[src/rtl/cgs_pkg.sv]
// ----------------------------------------------------------------------------
// cgs_pkg: shared types and constants of the color gradient sampler
// Stop entry layout, result status codes, sequencer states and the
// position clamp used at request intake.
// ----------------------------------------------------------------------------
package cgs_pkg;

  localparam int POS_W = 13;            // unsigned Q1.12 stored position
  localparam int IN_POS_W = 14;         // signed Q1.12 request position
  localparam int CH_W = 8;              // one color channel
  localparam int COL_W = 4 * CH_W;      // packed RGBA, red in the low byte
  localparam int ACC_W = 20;            // weighted channel sum, at most 255 * 4096
  localparam int MUL_W = CH_W + POS_W;  // raw product width
  localparam logic [POS_W-1:0] POS_ONE = POS_W'(4096);

  localparam logic FUNC_ADD = 1'b0;
  localparam logic FUNC_SAMPLE = 1'b1;

  localparam logic [1:0] ST_OK = 2'd0;
  localparam logic [1:0] ST_FULL = 2'd1;
  localparam logic [1:0] ST_EMPTY = 2'd2;

  typedef struct packed {
    logic [POS_W-1:0] pos;
    logic [COL_W-1:0] color;
  } entry_t;

  typedef enum logic [2:0] {
    S_IDLE,
    S_ADD_CMP,
    S_ADD_PUT,
    S_SMP_LAST,
    S_SMP_FIRST,
    S_SMP_SCAN,
    S_SMP_INTERP,
    S_FIN
  } state_t;

  typedef enum logic [2:0] {
    IX_IDLE,
    IX_MUL_LO,
    IX_MUL_HI,
    IX_DIV,
    IX_DONE
  } interp_state_t;

  // Saturate a signed Q1.12 position to 0..1.0
  function automatic logic [POS_W-1:0] clamp_pos(input logic [IN_POS_W-1:0] raw);
    logic [POS_W-1:0] mag;
    mag = raw[POS_W-1:0];
    if (raw[IN_POS_W-1]) begin
      return '0;
    end else if (mag > POS_ONE) begin
      return POS_ONE;
    end
    return mag;
  endfunction

endpackage

[src/rtl/cgs_interp.sv]
// ----------------------------------------------------------------------------
// cgs_interp: serial channel interpolator
// Blends four color channels one at a time with a shared 8x13 multiplier
// and a restoring divider that yields one quotient bit per cycle.
// ----------------------------------------------------------------------------
module cgs_interp (
  input  logic                        clk,
  input  logic                        rst,
  input  logic                        start,
  input  logic [cgs_pkg::POS_W-1:0]   wlo,
  input  logic [cgs_pkg::POS_W-1:0]   whi,
  input  logic [cgs_pkg::POS_W-1:0]   den,
  input  logic [cgs_pkg::COL_W-1:0]   lo_color,
  input  logic [cgs_pkg::COL_W-1:0]   hi_color,
  output logic                        done,
  output logic [cgs_pkg::COL_W-1:0]   color
);
  import cgs_pkg::*;

  interp_state_t state, state_next;

  logic [POS_W-1:0] wlo_r, whi_r, den_r;
  logic [COL_W-1:0] lo_r, hi_r;
  logic [1:0]       ch;
  logic [2:0]       bitc;
  logic [ACC_W-1:0] acc;
  logic [ACC_W-1:0] dsr;
  logic [CH_W-1:0]  qt;

  logic [CH_W-1:0]  mul_a;
  logic [POS_W-1:0] mul_b;
  logic [MUL_W-1:0] prod;
  logic             qbit;
  logic             last_bit;

  // Shared multiplier: low stop weight first, then high stop weight
  always_comb begin
    if (state == IX_MUL_HI) begin
      mul_a = hi_r[ch*CH_W +: CH_W];
      mul_b = whi_r;
    end else begin
      mul_a = lo_r[ch*CH_W +: CH_W];
      mul_b = wlo_r;
    end
    prod = MUL_W'(mul_a) * MUL_W'(mul_b);
  end

  // One restoring division step
  assign qbit = (acc >= dsr);
  assign last_bit = (bitc == 3'd0);

  // Next state
  always_comb begin
    state_next = state;
    case (state)
      IX_IDLE:   if (start) state_next = IX_MUL_LO;
      IX_MUL_LO: state_next = IX_MUL_HI;
      IX_MUL_HI: state_next = IX_DIV;
      IX_DIV: begin
        if (last_bit) begin
          state_next = (ch == 2'd3) ? IX_DONE : IX_MUL_LO;
        end
      end
      IX_DONE:   state_next = IX_IDLE;
      default:   state_next = IX_IDLE;
    endcase
  end

  // Outputs
  always_comb begin
    done = (state == IX_DONE);
  end

  always_ff @(posedge clk) begin
    if (rst) begin
      state <= IX_IDLE;
    end else begin
      state <= state_next;
    end
  end

  // Datapath: latch operands, accumulate, divide, store channel
  always_ff @(posedge clk) begin
    case (state)
      IX_IDLE: begin
        if (start) begin
          wlo_r <= wlo;
          whi_r <= whi;
          den_r <= den;
          lo_r <= lo_color;
          hi_r <= hi_color;
          ch <= 2'd0;
        end
      end
      IX_MUL_LO: begin
        acc <= ACC_W'(prod);
      end
      IX_MUL_HI: begin
        acc <= acc + ACC_W'(prod);
        dsr <= {den_r, 7'd0};
        bitc <= 3'd7;
      end
      IX_DIV: begin
        if (qbit) begin
          acc <= acc - dsr;
        end
        qt <= {qt[CH_W-2:0], qbit};
        dsr <= dsr >> 1;
        bitc <= bitc - 3'd1;
        if (last_bit) begin
          color[ch*CH_W +: CH_W] <= {qt[CH_W-2:0], qbit};
          ch <= ch + 2'd1;
        end
      end
      default: begin
      end
    endcase
  end

endmodule

[src/rtl/color_gradient_sampler.sv]
// ----------------------------------------------------------------------------
// color_gradient_sampler: piecewise linear RGBA gradient
// Sorted table of color stops with insert and sample requests.
// ----------------------------------------------------------------------------
// Usage:
//   Request channel (req_valid / req_stall): func 0 inserts a stop at the
//   clamped position after any stops of equal position; func 1 samples.
//   Result channel (res_valid / res_stall): one result per request, four
//   channels and a status (ok, table full, empty table sampled).
//   The block works on one request at a time and raises req_stall until the
//   request's result sits in the output register. The output register lets
//   a new request be taken while the previous result is still stalled.
//   Insert: the stops above the new position are moved up by one slot,
//   top first (read and write in the same cycle), then the new stop is
//   written; a full table is reported without a table walk.
//   Sample: two reads for the end stops, then one read per stop scanned
//   (up to MAX_STOPS - 1), then four channels in the serial interpolator
//   (two multiply steps and eight divide steps per channel), then the
//   color is handed back; an end stop decides the color without the
//   interpolator, and an empty table is reported without a table walk.
//   Reset empties the table (count to zero) and drops any pending result.
//   When the receiver stalls, the result holds and the next request's result
//   waits in the sequencer's final state.
// ----------------------------------------------------------------------------
module color_gradient_sampler #(
  parameter int MAX_STOPS = 16
) (
  input  logic                          clk,
  input  logic                          rst,
  input  logic                          req_valid,
  output logic                          req_stall,
  input  logic                          func,
  input  logic [cgs_pkg::IN_POS_W-1:0]  position,
  input  logic [cgs_pkg::CH_W-1:0]      red_in,
  input  logic [cgs_pkg::CH_W-1:0]      green_in,
  input  logic [cgs_pkg::CH_W-1:0]      blue_in,
  input  logic [cgs_pkg::CH_W-1:0]      alpha_in,
  output logic                          res_valid,
  input  logic                          res_stall,
  output logic [cgs_pkg::CH_W-1:0]      red_out,
  output logic [cgs_pkg::CH_W-1:0]      green_out,
  output logic [cgs_pkg::CH_W-1:0]      blue_out,
  output logic [cgs_pkg::CH_W-1:0]      alpha_out,
  output logic [1:0]                    status
);
  import cgs_pkg::*;

  localparam int AW = $clog2(MAX_STOPS);
  localparam int CW = $clog2(MAX_STOPS + 1);
  localparam logic [CW-1:0] CNT_MAX = CW'(MAX_STOPS);

  state_t state, state_next;

  // Stop table
  entry_t mem [MAX_STOPS];
  entry_t mem_q;
  logic [AW-1:0] mem_raddr;
  logic [AW-1:0] mem_waddr;
  entry_t mem_wdata;
  logic mem_we;

  logic [CW-1:0]    count;
  logic [AW-1:0]    slot;
  logic [AW-1:0]    idx;
  logic [POS_W-1:0] p;
  logic [COL_W-1:0] new_color;
  entry_t           last_e;
  entry_t           prev_e;
  logic [COL_W-1:0] res_color;
  logic [1:0]       res_st;

  logic             accept;
  logic [POS_W-1:0] p_in;
  logic [AW-1:0]    cnt_m1;
  logic             shift_up;
  logic             out_free;
  logic             hit;

  logic             ix_start;
  logic             ix_done;
  logic [COL_W-1:0] ix_color;
  logic [POS_W-1:0] ix_wlo, ix_whi, ix_den;

  assign req_stall = (state != S_IDLE);
  assign accept = req_valid && !req_stall;
  assign p_in = clamp_pos(position);
  assign cnt_m1 = AW'(count - CW'(1));
  assign shift_up = (mem_q.pos > p);
  assign out_free = !res_valid || !res_stall;
  assign hit = (mem_q.pos >= p);

  // Next state
  always_comb begin
    state_next = state;
    case (state)
      S_IDLE: begin
        if (accept) begin
          if (func == FUNC_ADD) begin
            if (count == CNT_MAX) begin
              state_next = S_FIN;
            end else if (count == '0) begin
              state_next = S_ADD_PUT;
            end else begin
              state_next = S_ADD_CMP;
            end
          end else begin
            state_next = (count == '0) ? S_FIN : S_SMP_LAST;
          end
        end
      end
      S_ADD_CMP: begin
        if (!shift_up) begin
          state_next = S_FIN;
        end else if (slot == AW'(1)) begin
          state_next = S_ADD_PUT;
        end
      end
      S_ADD_PUT:   state_next = S_FIN;
      S_SMP_LAST:  state_next = S_SMP_FIRST;
      S_SMP_FIRST: begin
        if (p <= mem_q.pos || p >= last_e.pos) begin
          state_next = S_FIN;
        end else begin
          state_next = S_SMP_SCAN;
        end
      end
      S_SMP_SCAN:   if (hit) state_next = S_SMP_INTERP;
      S_SMP_INTERP: if (ix_done) state_next = S_FIN;
      S_FIN:        if (out_free) state_next = S_IDLE;
      default:      state_next = S_IDLE;
    endcase
  end

  // Memory port and interpolator control
  always_comb begin
    mem_raddr = '0;
    mem_waddr = slot;
    mem_wdata = '{pos: p, color: new_color};
    mem_we = 1'b0;
    ix_start = 1'b0;
    ix_wlo = mem_q.pos - p;
    ix_whi = p - prev_e.pos;
    ix_den = mem_q.pos - prev_e.pos;
    case (state)
      S_IDLE: begin
        mem_raddr = cnt_m1;
      end
      S_ADD_CMP: begin
        mem_we = 1'b1;
        if (shift_up) begin
          mem_wdata = mem_q;
          mem_raddr = slot - AW'(2);
        end
      end
      S_ADD_PUT: begin
        mem_we = 1'b1;
      end
      S_SMP_LAST: begin
        mem_raddr = '0;
      end
      S_SMP_FIRST: begin
        mem_raddr = AW'(1);
      end
      S_SMP_SCAN: begin
        mem_raddr = idx + AW'(1);
        ix_start = hit;
      end
      default: begin
      end
    endcase
  end

  // Table storage with registered read
  always_ff @(posedge clk) begin
    if (mem_we) begin
      mem[mem_waddr] <= mem_wdata;
    end
    mem_q <= mem[mem_raddr];
  end

  always_ff @(posedge clk) begin
    if (rst) begin
      state <= S_IDLE;
    end else begin
      state <= state_next;
    end
  end

  // Stop count
  always_ff @(posedge clk) begin
    if (rst) begin
      count <= '0;
    end else if ((state == S_ADD_PUT) || (state == S_ADD_CMP && !shift_up)) begin
      count <= count + CW'(1);
    end
  end

  // Request capture, insertion walk and sample scan
  always_ff @(posedge clk) begin
    case (state)
      S_IDLE: begin
        if (accept) begin
          p <= p_in;
          new_color <= {alpha_in, blue_in, green_in, red_in};
          slot <= count[AW-1:0];
          res_color <= '0;
          res_st <= ST_OK;
          if (func == FUNC_ADD) begin
            if (count == CNT_MAX) res_st <= ST_FULL;
          end else if (count == '0) begin
            res_color <= '1;
            res_st <= ST_EMPTY;
          end
        end
      end
      S_ADD_CMP: begin
        if (shift_up) slot <= slot - AW'(1);
      end
      S_ADD_PUT: begin
        slot <= '0;
      end
      S_SMP_LAST: begin
        last_e <= mem_q;
      end
      S_SMP_FIRST: begin
        if (p <= mem_q.pos) begin
          res_color <= mem_q.color;
        end else if (p >= last_e.pos) begin
          res_color <= last_e.color;
        end else begin
          prev_e <= mem_q;
          idx <= AW'(1);
        end
      end
      S_SMP_SCAN: begin
        if (!hit) begin
          prev_e <= mem_q;
          idx <= idx + AW'(1);
        end
      end
      S_SMP_INTERP: begin
        if (ix_done) res_color <= ix_color;
      end
      default: begin
      end
    endcase
  end

  // Output register
  always_ff @(posedge clk) begin
    if (rst) begin
      res_valid <= 1'b0;
    end else if (state == S_FIN && out_free) begin
      res_valid <= 1'b1;
    end else if (!res_stall) begin
      res_valid <= 1'b0;
    end
  end

  always_ff @(posedge clk) begin
    if (state == S_FIN && out_free) begin
      red_out <= res_color[0*CH_W +: CH_W];
      green_out <= res_color[1*CH_W +: CH_W];
      blue_out <= res_color[2*CH_W +: CH_W];
      alpha_out <= res_color[3*CH_W +: CH_W];
      status <= res_st;
    end
  end

  cgs_interp u_interp (
    .clk      (clk),
    .rst      (rst),
    .start    (ix_start),
    .wlo      (ix_wlo),
    .whi      (ix_whi),
    .den      (ix_den),
    .lo_color (prev_e.color),
    .hi_color (mem_q.color),
    .done     (ix_done),
    .color    (ix_color)
  );

`ifndef SYNTHESIS
  // Table never holds more stops than it has slots
  a_count_bound: assert property (@(posedge clk) disable iff (rst)
    count <= CNT_MAX)
    else $error("stop count above table depth");

  // Count only grows, and by one stop at a time
  a_count_step: assert property (@(posedge clk) disable iff (rst)
    !$past(rst) |-> (count == $past(count) || count == $past(count) + CW'(1)))
    else $error("stop count changed by more than one");

  // Empty table sample returns white
  a_empty_white: assert property (@(posedge clk) disable iff (rst)
    (res_valid && status == ST_EMPTY) |->
      (red_out == 8'hFF && green_out == 8'hFF && blue_out == 8'hFF && alpha_out == 8'hFF))
    else $error("empty table result is not white");

  // A full table report carries no color
  a_full_black: assert property (@(posedge clk) disable iff (rst)
    (res_valid && status == ST_FULL) |->
      (red_out == '0 && green_out == '0 && blue_out == '0 && alpha_out == '0))
    else $error("dropped insert returned a color");
`endif

endmodule
[config.mk]
export PLATFORM = sky130hd
export DESIGN_NAME = color_gradient_sampler
export DESIGN_NICKNAME = d
export VERILOG_FILES = /design/src/rtl/cgs_pkg.sv /design/src/rtl/cgs_interp.sv /design/src/rtl/color_gradient_sampler.sv
export SDC_FILE = /design/constraint.sdc
export NUM_CORES = 2
export LEC_CHECK = 0
export ABC_AREA = 1
export BUFFER_PORTS_ARGS = -buffer_cell sky130_fd_sc_hd__buf_2
export CAP_MARGIN = 5
export CORE_MARGIN = 2
export CORE_UTILIZATION = 50
export DETAILED_ROUTE_END_ITERATION = 10
export PLACE_DENSITY_LB_ADDON = 0.15
export SYNTH_ARGS = -nofsm -noshare
export SYNTH_HDL_FRONTEND = slang
export SYNTH_SLANG_ARGS = --single-unit
[constraint.sdc]
create_clock -name clk -period 9 [get_ports clk]
set_input_delay 0.45 -clock clk [delete_from_list [all_inputs] [get_ports clk]]
set_output_delay 0.45 -clock clk [all_outputs]
set_load 0.01 [all_outputs]
==> reports/summary.txt <==
Status -> finished, final reports clean
Number of synthesized flops with an enable pin -> 1118
Worst-Skew Late Latency -> 0.74 ns
Vias -> 39800
Final TNS setup -> 0 ns
Worst hold path cell count -> 3
Die width -> 340 µm
Boundary Pins -> 87
Top cell type's share of synthesized area -> 59.3%
Dpl hpwl -> 90400 µm
Routability congestion estimate from global placement -> 0.917
Final hold violation count -> 0
Vias per inst -> 5.57
Critical path's slowest cell -> fa_1
Sequential fraction of the synthesis area -> 61.3%
Ys Warns -> 0
First-pass GRT wire length -> 234000 µm
Residual DRC -> 0
Buffers on Ports -> 86
Setup crit start kind -> register
Multi-input combinational cell area -> 16800 µm²
Ys async rst share -> 0%
Area of the die -> 116000 µm²
Unrepaired setup endpoints after global routing -> no
Routed wire length -> 156000 µm
Tmin final -> 8.07 ns
Worst-path clk slew -> 0.06 ns
Number of distinct library cells after synthesis -> 54
Layout Nets -> 5816
Die H -> 340 µm
Core Area -> 112000 µm²
Layout fillers -> 9589
Area Overhead vs Synth -> 11.5%
Flip-flop and latch area -> 34700 µm²
Crit path DAT -> 8.53 ns
Worst setup EP type -> register
Relative slew slack -> 11.7%
Peak Freq -> 124 MHz
Max Slew Vio Count -> 0
Clock skew -> 0.0319 ns
Crit path max fanout -> 55
Cts repair resizes -> 0
Buf/Inv on CP -> 8
Final worst path period share -> 89.7%
Worst path required time -> 9.46 ns
H-Tree Depth -> 3
Synth Net Count -> 5736
Critical path class -> reg -> reg
Share of cells above drive strength 1 -> 7.78%
Mapped cell area -> 56600 µm²
Slew @ Worst Pin -> 1.32 ns
Clk root buf -> clkbuf_16
Slowest stage delay, CP -> 0.57 ns
Max clock buf depth -> 3
Largest cells by area after synthesis -> edfxtp_1 (59%), inv_1 (7.1%), nand3_1 (6.4%), nand2_1 (5.3%), nand4_1 (4.2%)
Starting DRT DRC Count -> 4339
Clock buffer count from CTS -> 120
Largest net degree at the start of global routing -> 211
Syn_area_per_cell -> 10.4 µm²
#FFs+latches synth -> 1175
CTS tree -> done
Top Family by Delay on Critical Path -> adder cells
Row Count -> 123
Worst path depth -> 36
Pre-antenna DRT Iters -> 5
Maxcap violations -> 0
Initial antenna violation count -> 3
# setup viols final -> 0
Initial core utilization -> 50.4%
Post-DRT Antenna Nets -> 0
Mapped Cells -> 5468
Tot GR Track Use -> 26.7%
Grt ovf -> 0
Main synth FF type -> edfxtp_1
DR WL/cell -> 21.8 µm
Vias in the first global route -> 37400
Hold WC Path Type -> in -> reg
TritonCTS sink count -> 1175
Synth area leader -> edfxtp_1
Reg2Reg Depth -> 36
-- layout by cell type, fill, tap and decap left out, drive strengths merged, types with 2 or more instances in the layout --
cell            n
a32o           13
nand3b          3
a21oi         181
o31ai           3
a31oi           8
a211oi          4
dfxtp          57
clkinv         51
ha            147
nand3         727
nor4            4
o21a            5
edfxtp       1118
clkbuf        163
fa             70
clkinvlp        5
o211ai         10
inv          1086
nand4         381
o2111ai         3
and2            7
xor2           33
nor2          231
xnor2          18
nor3           27
dlygate4sd3    38
o221ai          6
o21bai          9
a221oi          2
o21ai         191
mux2i           2
nand2         806
o22ai           2
a21o           13
buf           197
or2            16
bufinv         10
-- registers in the layout (all words and copies together), names as in the netlist, 5 cells and up --
name and count:
blue_out 8, green_out 8, count 5, alpha_out 8
u_interp.wlo_r 13, u_interp.lo_r 32, mem_q 45, u_interp.acc 20
prev_e 45, u_interp.qt 7, u_interp.color 32, last_e 45
u_interp.whi_r 13, u_interp.dsr 20, u_interp.den_r 13, u_interp.hi_r 32
new_color 32, red_out 8, p 13, res_color 32
mem 720
-- worst paths after layout --
path,from,endpoint,slack [ns]
worst min-delay path,position[10],p[10]$_SDFFCE_PP0P_,0.04
worst max register to register,u_interp.state[2]$_SDFFE_PP0P_,u_interp.acc[18]$_DFFE_PP_,0.93
worst max-delay path,u_interp.state[2]$_SDFFE_PP0P_,u_interp.acc[18]$_DFFE_PP_,0.93
worst min register to register,res_color[28]$_DFFE_PP_,alpha_out[4]$_DFFE_PP_,0.42
-- stage by stage --
step | area, µm² | util, % | hold slack [ns] | std cells | setup slack (ns)
2_1_floorplan | 56600 | - | 0.400 | 5468 | 1.85
3_3_place_gp | 58800 | 52.3 | 0.400 | 6888 | 1.07
3_5_place_dp | 58800 | 52.3 | 0.405 | 6888 | 0.968
4_1_cts | 63100 | 56.2 | 0.00323 | 7154 | 0.944
5_1_grt | 63100 | 56.2 | 0.0376 | 7154 | 0.357
6_report | 63100 | 56.2 | 0.0404 | 7155 | 0.931
-- logic make-up (layout without fill, tap and decap cells) --
| group | after synthesis | count (layout) | share of synthesized area, % |
|---|---|---|---|
| other | 0 | 1 | 0 |
| XOR/XNOR | 51 | 51 | 0.789 |
| buffers and inverters | 1364 | 1550 | 9.42 |
| AND/OR/NAND/NOR | 2204 | 2204 | 18.2 |
| AO/OA/AOI/OAI | 455 | 455 | 4.48 |
| multiplexers | 2 | 2 | 0.0354 |
| flip-flops | 1175 | 1175 | 61.3 |
| adder cells (fa/ha/maj) | 217 | 217 | 5.73 |
-- metal layers --
metal  wire (µm)  GRT usage, %  vias to the layer above
li1            -             -                    18700
met1       67100          38.7                    19200
met2       72800          42.3                     1644
met4        4660          8.11                        0
met3       11600          3.36                      285
met5           0             0                        -
-- synth_stat cells (9+ instances only) --
library cell and number:
edfxtp_1 1118, clkbuf_1 128, buf_4 15, a21oi_1 181, a21o_1 13, o211ai_1 9, ha_1 147, buf_1 14
a32o_1 13, nor3_1 26, nand3_1 726, dfxtp_1 57, inv_1 1075, xnor2_1 18, o21ai_0 187, xor2_1 33
nand2_1 801, or2_2 15, nand4_1 381, nor2_1 227, buf_2 120, fa_1 70, o21bai_1 9
-- worst register-to-register path, delay by kind of cell (launching register included) --
| family | cells | cell delay [ns] |
|---|---|---|
| compound gates | 6 | 1.30 |
| flops | 1 | 0.38 |
| buf+inv | 8 | 0.92 |
| fa+ha+maj | 6 | 2.81 |
| simple gates | 16 | 2.39 |
-- final cells by class --
class / instances / area share, %
diodes: 1 / 0.00397
clock buffers: 163 / 5.17
clock inverters: 65 / 1.08
inverters: 1087 / 6.47
multi-input cells: 2929 / 26.6
flip-flops and latches: 1175 / 55.0
well taps: 1500 / 2.97
repair buffers: 235 / 2.68
-- timing repair --
item / in CTS / in global routing
setup buffers: 0 / 0
endpoints found under the hold margin: 37 / 0
hold buffers: 38 / 0
Power is left out: the tool's default activity adds up to more than one toggle a clock period on the data nets, which glitch-free logic cannot reach.
